--- config.mk ---
export PLATFORM = sky130hd
export DESIGN_NAME = ukot_cell
export DESIGN_NICKNAME = d
export VERILOG_FILES = /design/src/hdl/unique_key_ordered_table_macros.svh /design/src/hdl/ukot_pkg.sv /design/src/hdl/ukot_cell.sv
export SDC_FILE = /design/constraint.sdc
export NUM_CORES = 1
export LEC_CHECK = 0
export CORE_AREA = 3 3 231 233
export DETAILED_ROUTE_END_ITERATION = 6
export DIE_AREA = 0 0 234 236
export DONT_BUFFER_PORTS = 1
export SLEW_MARGIN = 20
export SYNTH_ARGS = -nofsm -noshare
export SYNTH_HDL_FRONTEND = slang
export SYNTH_SLANG_ARGS = --single-unit
export TNS_END_PERCENT = 30
--- constraint.sdc ---
create_clock -name i_clk -period 11.23 [get_ports i_clk]
set_input_delay 2.246 -clock i_clk [delete_from_list [all_inputs] [get_ports i_clk]]
set_output_delay 2.246 -clock i_clk [all_outputs]
set_load 0.005 [all_outputs]
--- src/hdl/unique_key_ordered_table_macros.svh ---
// Assertion macros used by the ordered table top level
`ifndef UNIQUE_KEY_ORDERED_TABLE_MACROS_SVH
`define UNIQUE_KEY_ORDERED_TABLE_MACROS_SVH

// Property must hold on every rising clock edge out of reset
`define UKOT_ASSERT(lbl, clk, rstn, prop, msg) \
    lbl: assert property (@(posedge clk) disable iff (!rstn) prop) else $error(msg);

// Condition must never be seen out of reset
`define UKOT_NEVER(lbl, clk, rstn, cond, msg) \
    lbl: assert property (@(posedge clk) disable iff (!rstn) !(cond)) else $error(msg);

`endif

--- src/hdl/ukot_pkg.sv ---
// Types and codes for the unique-key ordered table
`timescale 1ns / 1ps

package ukot_pkg;

    localparam int unsigned KEY_W  = 64;
    localparam int unsigned ADDR_W = 64;

    typedef enum logic [1:0] {
        FUNC_INSERT   = 2'd0,
        FUNC_REMOVE   = 2'd1,
        FUNC_LOOKUP   = 2'd2,
        FUNC_TRAVERSE = 2'd3
    } t_func;

    typedef enum logic [1:0] {
        STAT_OK   = 2'd0,
        STAT_DUP  = 2'd1,
        STAT_MISS = 2'd2,
        STAT_FULL = 2'd3
    } t_status;

    typedef enum logic [1:0] {
        CELL_HOLD = 2'd0,
        CELL_INS  = 2'd1,
        CELL_REM  = 2'd2,
        CELL_ROT  = 2'd3
    } t_cell_op;

    typedef struct packed {
        logic     cmp;
        t_cell_op op;
    } t_cell_ctl;

    typedef enum logic [2:0] {
        ST_IDLE = 3'b001,
        ST_ACT  = 3'b010,
        ST_TRAV = 3'b100
    } t_state;

endpackage

--- src/hdl/ukot_cell.sv ---
// One table slot: key/addr storage, key compare and neighbor shift
`timescale 1ns / 1ps

module ukot_cell (
    input  logic                          i_clk,
    input  logic                          i_rst_n,
    input  ukot_pkg::t_cell_ctl           i_ctl,
    input  logic [ukot_pkg::KEY_W-1:0]    i_cmp_key,
    input  logic [ukot_pkg::KEY_W-1:0]    i_ins_key,
    input  logic [ukot_pkg::ADDR_W-1:0]   i_ins_addr,
    input  logic [ukot_pkg::KEY_W-1:0]    i_next_key,
    input  logic [ukot_pkg::ADDR_W-1:0]   i_next_addr,
    input  logic                          i_next_valid,
    input  logic                          i_prev_valid,
    input  logic [ukot_pkg::KEY_W-1:0]    i_head_key,
    input  logic [ukot_pkg::ADDR_W-1:0]   i_head_addr,
    input  logic                          i_shift,
    output logic [ukot_pkg::KEY_W-1:0]    o_key,
    output logic [ukot_pkg::ADDR_W-1:0]   o_addr,
    output logic                          o_valid,
    output logic                          o_hit,
    output logic                          o_shift
);

    logic [ukot_pkg::KEY_W-1:0]  r_key;
    logic [ukot_pkg::ADDR_W-1:0] r_addr;
    logic                        r_valid;
    logic                        r_hit;
    logic                        w_shift;
    logic                        w_ins;

    // slot shifts down once it or any older slot holds the removed key
    assign w_shift = i_shift | r_hit;
    assign w_ins   = !r_valid && i_prev_valid;

    always_ff @(posedge i_clk) begin
        if (!i_rst_n) begin
            r_valid <= 1'b0;
            r_hit   <= 1'b0;
        end else begin
            if (i_ctl.cmp) begin
                r_hit <= r_valid && (r_key == i_cmp_key);
            end
            unique case (i_ctl.op)
                ukot_pkg::CELL_INS: begin
                    if (w_ins) r_valid <= 1'b1;
                end
                ukot_pkg::CELL_REM: begin
                    if (w_shift) r_valid <= i_next_valid;
                end
                default: ;
            endcase
        end
    end

    always_ff @(posedge i_clk) begin
        unique case (i_ctl.op)
            ukot_pkg::CELL_INS: begin
                if (w_ins) begin
                    r_key  <= i_ins_key;
                    r_addr <= i_ins_addr;
                end
            end
            ukot_pkg::CELL_REM: begin
                if (w_shift) begin
                    r_key  <= i_next_key;
                    r_addr <= i_next_addr;
                end
            end
            ukot_pkg::CELL_ROT: begin
                if (r_valid) begin
                    r_key  <= i_next_valid ? i_next_key  : i_head_key;
                    r_addr <= i_next_valid ? i_next_addr : i_head_addr;
                end
            end
            default: ;
        endcase
    end

    assign o_key   = r_key;
    assign o_addr  = r_addr;
    assign o_valid = r_valid;
    assign o_hit   = r_hit;
    assign o_shift = w_shift;

endmodule

==> results of run 1 <==
-- metal layers --
metal | GRT usage [%] | share of wire (%) | vias to the layer above
met5 | 0 | 0.047 | -
met3 | 4.76 | 9.4 | 53
li1 | - | - | 2449
met2 | 23.5 | 53 | 422
met4 | 5.60 | 3.3 | 2
met1 | 12.0 | 34 | 2529
-- power breakdown --
group | total, mW | internal (mW) | switching, mW | leakage (nW)
registers | 0.635 | 0.584 | 0.0509 | 1.21
clock network | 0.568 | 0.298 | 0.271 | 0.291
logic | 0.136 | 0.0605 | 0.0757 | 1.77
total | 1.34 | 0.942 | 0.397 | 3.27
-- final timing paths --
| path | end | startpoint | depth (start not counted) | slack (ns) |
|---|---|---|---|---|
| setup / recovery | o_shift | i_shift | 1 | 6.41 |
| hold / removal | o_hit$_SDFFE_PN0P_ | o_hit$_SDFFE_PN0P_ | 2 | 0.60 |
| setup reg to reg | o_addr[7]$_DFFE_PP_ | o_hit$_SDFFE_PN0P_ | 4 | 8.81 |
| hold reg to reg | o_hit$_SDFFE_PN0P_ | o_hit$_SDFFE_PN0P_ | 2 | 0.60 |
-- cells in the mapped netlist --
library cell                  n
sky130_fd_sc_hd__mux2i_1    130
sky130_fd_sc_hd__a21oi_1    129
sky130_fd_sc_hd__nor2_1     129
sky130_fd_sc_hd__edfxtp_1   128
sky130_fd_sc_hd__xnor2_1     45
sky130_fd_sc_hd__clkbuf_1    28
sky130_fd_sc_hd__inv_1       16
sky130_fd_sc_hd__buf_2       13
sky130_fd_sc_hd__nand4_1     12
sky130_fd_sc_hd__nor2b_1      8
sky130_fd_sc_hd__nand2b_1     7
sky130_fd_sc_hd__o22ai_1      6
sky130_fd_sc_hd__nor4_1       5
sky130_fd_sc_hd__a2111o_1     3
sky130_fd_sc_hd__nand2_1      3
sky130_fd_sc_hd__and2b_1      2
sky130_fd_sc_hd__buf_4        2
sky130_fd_sc_hd__dfxtp_1      2
sky130_fd_sc_hd__o2111ai_1    2
sky130_fd_sc_hd__a21boi_0     1
sky130_fd_sc_hd__a221oi_1     1
sky130_fd_sc_hd__a22o_1       1
sky130_fd_sc_hd__nand3_1      1
sky130_fd_sc_hd__nand3b_1     1
sky130_fd_sc_hd__nor3_1       1
sky130_fd_sc_hd__nor3b_1      1
sky130_fd_sc_hd__o21ai_0      1
sky130_fd_sc_hd__o21ai_1      1
sky130_fd_sc_hd__o221ai_1     1
sky130_fd_sc_hd__or2_2        1
-- cells in the final DEF, fill, tap and decap left out, types with 8 or more instances in the layout --
master,netlist,routed
sky130_fd_sc_hd__inv_1,16,16
sky130_fd_sc_hd__edfxtp_1,128,128
sky130_fd_sc_hd__nand4_1,12,12
sky130_fd_sc_hd__a21oi_1,129,129
sky130_fd_sc_hd__xnor2_1,45,45
sky130_fd_sc_hd__diode_2,0,8
sky130_fd_sc_hd__nor2_1,129,129
sky130_fd_sc_hd__clkbuf_16,0,17
sky130_fd_sc_hd__mux2i_1,130,129
sky130_fd_sc_hd__nor2b_1,8,8
-- stage by stage --
step           setup slack [ns]  power (mW)  cell area (µm²)  utilization (%)  instances
6_report                   6.41        1.34             8660             16.9       1362
5_1_grt                    6.41        1.41             8660             16.8       1361
4_1_cts                    6.41        1.38             8640             16.8       1354
3_5_place_dp               6.41       0.790             8060             15.7       1322
3_3_place_gp               6.41       0.787             8060             15.7       1322
2_1_floorplan              1.29       0.737             7340                -        681
-- layout make-up --
cell class	count	share of cell area, %
clock inverters	15	1.82
inverters	16	0.693
repair buffers	4	0.347
flip-flops and latches	130	44.8
clock buffers	17	4.91
multi-input cells	492	37.3
well taps	680	9.82
diodes	8	0.231
-- registers in the layout, summed over array words and instances (netlist names) --
| register | flops |
|---|---|
| o_addr | 64 |
| o_hit | 1 |
| o_key | 64 |
| o_valid | 1 |
-- worst register-to-register path: stages, from the launching register on --
cell and delay (ns):
sky130_fd_sc_hd__dfxtp_1 0.45, sky130_fd_sc_hd__or2_2 0.23, sky130_fd_sc_hd__nand2_1 0.15, sky130_fd_sc_hd__mux2i_4 0.44, sky130_fd_sc_hd__buf_4 0.66
-- kinds of logic (layout without fill, tap and decap cells) --
group,count (synthesis),in the layout,synth area share [%]
multiplexers,130,130,17.7
AO/OA/AOI/OAI,146,146,10.6
other,0,8,0
XOR/XNOR,45,45,5.37
buffers and inverters,59,52,3.34
flip-flops,130,130,52.9
AND/OR/NAND/NOR,171,171,10.1
==> summary.md, run 1 <==
| Metric | Value |
|---|---|
| Result of the run | `finished, final reports clean` |
| Die area | `0.0552 mm²` |
| Final Routed Wirelength | `36.2 mm` |
| Seq cells post-synth | `130` |
| Number of endpoints failing setup at the final stage | `0` |
| Largest stage delay on the critical path | `0.32 ns` |
| Violation count after the first detailed-route iteration | `233` |
| Starting Density | `14.3%` |
| Via count | `5455` |
| Type of the worst setup path | `input pin to output pin` |
| Number of max-cap violations | `0` |
| Fraction of post-synthesis cell area in the top cell type by area | `52.3%` |
| Port bufs | `0` |
| Num rows | `83` |
| CTS tree | `done` |
| Via count of the first global-routing pass | `5564` |
| Number of buffers added for setup after CTS | `0` |
| CTS resizes | `0` |
| Clock insertion delay at the later pin of the skew report | `0.47 ns` |
| Register area | `0.00388 mm²` |
| Lkg Pwr | `3.27 nW` |
| CP max stage cell | `sky130_fd_sc_hd__or2_2` |
| Endpoint arrival time on the critical path | `2.57 ns` |
| Peak clock frequency supported by timing | `208 MHz` |
| Clk pin slew, worst setup/hold paths | `0.06 ns` |
| Startpoint Class | `input pin` |
| Root Buffer Master | `sky130_fd_sc_hd__clkbuf_16` |
| Post-Synthesis Cell Area | `0.00734 mm²` |
| DP Wirelength | `30.5 mm` |
| Overall track demand over capacity in global routing | `12.6%` |
| Post-route DRC | `0` |
| Global placement routability congestion | `0.854` |
| Maximum buffer depth of the clock tree | `2` |
| Worst hold slack across all endpoints | `0.604 ns` |
| Initial antenna violation count | `9` |
| Die width | `234 µm` |
| Mapped Avg Cell Area | `10.8 µm²` |
| Fin. Hold Viols | `0` |
| Worst Clk Skew | `0.0145 ns` |
| Highest ir drop seen on vdd | `0.113 mV` |
| Wirelength per Cell | `26.6 µm` |
| Fin crit period | `4.82 ns` |
| Fillers | `5699` |
| Pin count of the biggest net entering global routing | `260` |
| Transition time at the pin with the least slew margin | `1.03 ns` |
| Setup repair after global routing missed its margin | `false` |
| Type of the worst min-delay path | `register to register` |
| Number of levels in the clock H-tree | `4` |
| Via/cell ratio | `4.01` |
| I/O pin total | `587` |
| Final number of max-transition violations | `0` |
| Core area | `0.0514 mm²` |
| Share of final-layout standard cells stronger than drive strength 1 | `5.79%` |
| Synth Warn # | `0` |
| Distinct cells, synth | `30` |
| Critical path cell sequence | `or2_2` |
| Gate count of the mapped netlist | `681` |
| Worst slew margin relative to its limit | `31.1%` |
| Global-route wire length before repair | `45.1 mm` |
| Total iterations of the first detailed-routing run | `4` |
| Number of buffers added to fix hold violations after cts | `0` |
| Total Negative Setup Slacks | `0 ns` |
| Area taken by multi-input logic gates | `0.00324 mm²` |
| Number of nets still failing antenna checks after routing | `0` |
| Buf+Inv Stages, Crit Path | `0` |
| Syn_nets | `1137` |
| Cell type contributing the most total cell area after synthesis | `sky130_fd_sc_hd__edfxtp_1` |
| Period Utilization, post-route | `42.9%` |
| Endpoint required time on the critical path | `8.98 ns` |
| Sequential cell area fraction in the yosys report | `52.9%` |
| Synth area leaders | `sky130_fd_sc_hd__edfxtp_1 (52%), sky130_fd_sc_hd__mux2i_1 (18%), sky130_fd_sc_hd__a21oi_1 (8.8%), sky130_fd_sc_hd__nor2_1 (6.6%), sky130_fd_sc_hd__xnor2_1 (5.4%)` |
| Number of buffers added by the clock tree synthesis step | `17` |
| CTS sink count | `130` |
| Power Dens Cells | `155 mW/mm²` |
| Area Growth Syn to Fin | `18.0%` |
| Kind of end point of the critical path | `output pin` |
| GRT Residual Overflow | `0` |
| Max FO, Critical Path | `2` |
| Floorplan die height | `236 µm` |
| Final nets | `1117` |
| Top delay family on crit path | `simple AND/OR/NAND/NOR gates` |
Power figures use the tool's default switching activity.
==> run 2, diff against run 1 <==
Settings changed: CORE_AREA 3 3 231 233 to 3 3 227 229, DIE_AREA 0 0 234 236 to 0 0 230 232.
Clock period 11.23 ns to 4.2 ns, I/O delays scaled along.
==> run 2 against run 1 <==
Sequential power rose to 2.6 times the previous value. First-iteration DRC count is 12% lower. Cell count is 0.66% lower. Critical path depth increased by 3. Worst setup slack got worse by 4.3 ns. Hold slack lost 0.060 ns. Wire length shrank 9.6%. Clock power rose to 2.9 times the previous value. Total power grew to 2.8 times the previous value. Critical path type is now input pin to register. Critical endpoint is now o_key[51]$_DFFE_PP_. Largest cell class unchanged.
==> summary.md, run 2 (synthesis results as in run 1) <==
| Metric | Value |
|---|---|
| Maximum buffer depth of the clock tree | `2` |
| Type of the worst min-delay path | `register to register` |
| Num rows | `82` |
| Post-Layout Cell Count | `1353` |
| Die area | `0.0534 mm²` |
| Sequential power share | `45.4%` |
| Clk pin slew, worst setup/hold paths | `0.06 ns` |
| Largest stage delay on the critical path | `0.39 ns` |
| Number of nets still failing antenna checks after routing | `0` |
| Clock insertion delay at the later pin of the skew report | `0.46 ns` |
| Worst Clk Skew | `0.0161 ns` |
| Fin. Hold Viols | `0` |
| Post-route DRC | `0` |
| Proportion of total power due to net switching | `25.1%` |
| Via/cell ratio | `4.01` |
| Via count | `5431` |
| Global placement routability congestion | `0.919` |
| Number of buffers added for setup after CTS | `0` |
| Die width | `230 µm` |
| Highest routed metal layer | `met4` |
| Logic gate share of total power | `10.0%` |
| CTS sink count | `130` |
| Final nets | `1116` |
| Period Utilization, post-route | `49.8%` |
| Root Buffer Master | `sky130_fd_sc_hd__clkbuf_16` |
| Worst slew margin relative to its limit | `48.1%` |
| Setup repair after global routing missed its margin | `false` |
| Switching component of the power | `0.932 mW` |
| DP Wirelength | `26.9 mm` |
| Final number of max-transition violations | `0` |
| Transition time at the pin with the least slew margin | `0.779 ns` |
| I/O pin total | `587` |
| Pin count of the biggest net entering global routing | `260` |
| Violation count after the first detailed-route iteration | `204` |
| Core area | `0.0499 mm²` |
| Share of final-layout standard cells stronger than drive strength 1 | `5.35%` |
| Cell internal power dissipation | `2.77 mW` |
| Top delay family on crit path | `simple AND/OR/NAND/NOR gates` |
| Initial antenna violation count | `9` |
| Type of the worst setup path | `input pin to register` |
| Port bufs | `0` |
| Total Negative Setup Slacks | `0 ns` |
| Sum of met2 wire segment lengths after detailed routing | `17.4 mm` |
| Number of buffers added to fix hold violations after cts | `0` |
| Fin crit period | `2.09 ns` |
| CP max stage cell | `sky130_fd_sc_hd__nand2b_4` |
| Metal-1 WL | `10.9 mm` |
| Number of endpoints failing setup at the final stage | `0` |
| Kind of end point of the critical path | `register` |
| Total instance count after detailed placement | `1313` |
| Floorplan die height | `232 µm` |
| Starting Density | `14.7%` |
| CTS tree | `done` |
| Number of buffers added by the clock tree synthesis step | `17` |
| Endpoint required time on the critical path | `4.39 ns` |
| Final standard cell utilization of the core | `17.5%` |
| Highest-count cells in the layout ignoring fill and taps | `sky130_fd_sc_hd__mux2i_1 (129), sky130_fd_sc_hd__nor2_1 (129), sky130_fd_sc_hd__a21oi_1 (129)` |
| GRT Residual Overflow | `0` |
| Final Routed Wirelength | `32.7 mm` |
| Met3 routed wirelength | `3.10 mm` |
| Global-route wire length before repair | `41.9 mm` |
| Highest ir drop seen on vdd | `0.296 mV` |
| Endpoint arrival time on the critical path | `2.28 ns` |
| Result of the run | `finished, final reports clean` |
| Area Growth Syn to Fin | `18.8%` |
| Overall track demand over capacity in global routing | `11.7%` |
| Buf+Inv Stages, Crit Path | `1` |
| Clock Power Share | `44.7%` |
| Wirelength per Cell | `24.2 µm` |
| Via count of the first global-routing pass | `5481` |
| Number of levels in the clock H-tree | `4` |
| Critical path cell sequence | `nand2b_4, buf_12, mux2i_1, a21oi_1` |
| Number of max-cap violations | `0` |
| Lkg Pwr | `3.29 nW` |
| Worst hold slack across all endpoints | `0.545 ns` |
| Power Dens Cells | `425 mW/mm²` |
| CTS resizes | `0` |
| Total iterations of the first detailed-routing run | `4` |
| Peak clock frequency supported by timing | `478 MHz` |
| Startpoint Class | `input pin` |
| Max FO, Critical Path | `70` |
-- run 2: cell count changes in the layout (fill, tap and decap cells not counted), moves of 2 or more --
cell / before / now
sky130_fd_sc_hd__inv_8: 6 / 0
sky130_fd_sc_hd__clkinv_2: 1 / 3
sky130_fd_sc_hd__inv_6: 6 / 1
sky130_fd_sc_hd__clkinv_4: 0 / 3
sky130_fd_sc_hd__buf_4: 4 / 1
sky130_fd_sc_hd__bufinv_16: 0 / 5
sky130_fd_sc_hd__buf_12: 0 / 2
sky130_fd_sc_hd__clkinv_8: 2 / 0
-- run 2: worst paths after layout --
path	start	to	slack, ns	cells past startpoint
setup / recovery	i_next_valid	o_key[51]$_DFFE_PP_	2.11	4
hold / removal	o_hit$_SDFFE_PN0P_	o_hit$_SDFFE_PN0P_	0.54	2
setup reg to reg	o_key[51]$_DFFE_PP_	o_hit$_SDFFE_PN0P_	2.20	5
hold reg to reg	o_hit$_SDFFE_PN0P_	o_hit$_SDFFE_PN0P_	0.54	2
-- run 2: worst register-to-register path, cell delays in order, from the launching register on --
cell	delay (ns)
sky130_fd_sc_hd__edfxtp_1	0.50
sky130_fd_sc_hd__xnor2_1	0.36
sky130_fd_sc_hd__nand4_1	0.41
sky130_fd_sc_hd__nor4_1	0.39
sky130_fd_sc_hd__nand4_1	0.12
sky130_fd_sc_hd__o21ai_1	0.15
-- run 2: metal layers --
layer	vias to the layer above	GRT usage [%]
met2	416	21.5
li1	2446	-
met4	0	6.70
met1	2523	11.1
met5	-	0
met3	46	4.62
-- run 2: metrics by stage --
step           cell area (µm²)  power (mW)  setup slack [ns]
6_report                  8730        3.71              2.11
2_1_floorplan             7360        1.95            0.0409
4_1_cts                   8710        3.80              2.02
3_3_place_gp              8070        2.09              1.74
5_1_grt                   8720        3.89              2.01
3_5_place_dp              8070        2.09              1.68
-- run 2: layout make-up --
class	count	area [µm²]
Inverter	16	60.1
Clock inverter	14	211
Fill cell	5507	41100
Antenna cell	8	20.0
Sequential cell	130	3880
Clock buffer	18	429
Multi-Input combinational cell	492	3240
Tap cell	672	841
Timing Repair Buffer	3	47.5
-- run 2: power by group through the flow --
stage / logic [mW] / registers, mW / clock network [mW]
3_5_place_dp: 0.376 / 1.72 / 0
5_1_grt: 0.413 / 1.69 / 1.78
6_report: 0.370 / 1.68 / 1.66
4_1_cts: 0.379 / 1.69 / 1.73
2_1_floorplan: 0.314 / 1.64 / 0
3_3_place_gp: 0.367 / 1.72 / 0
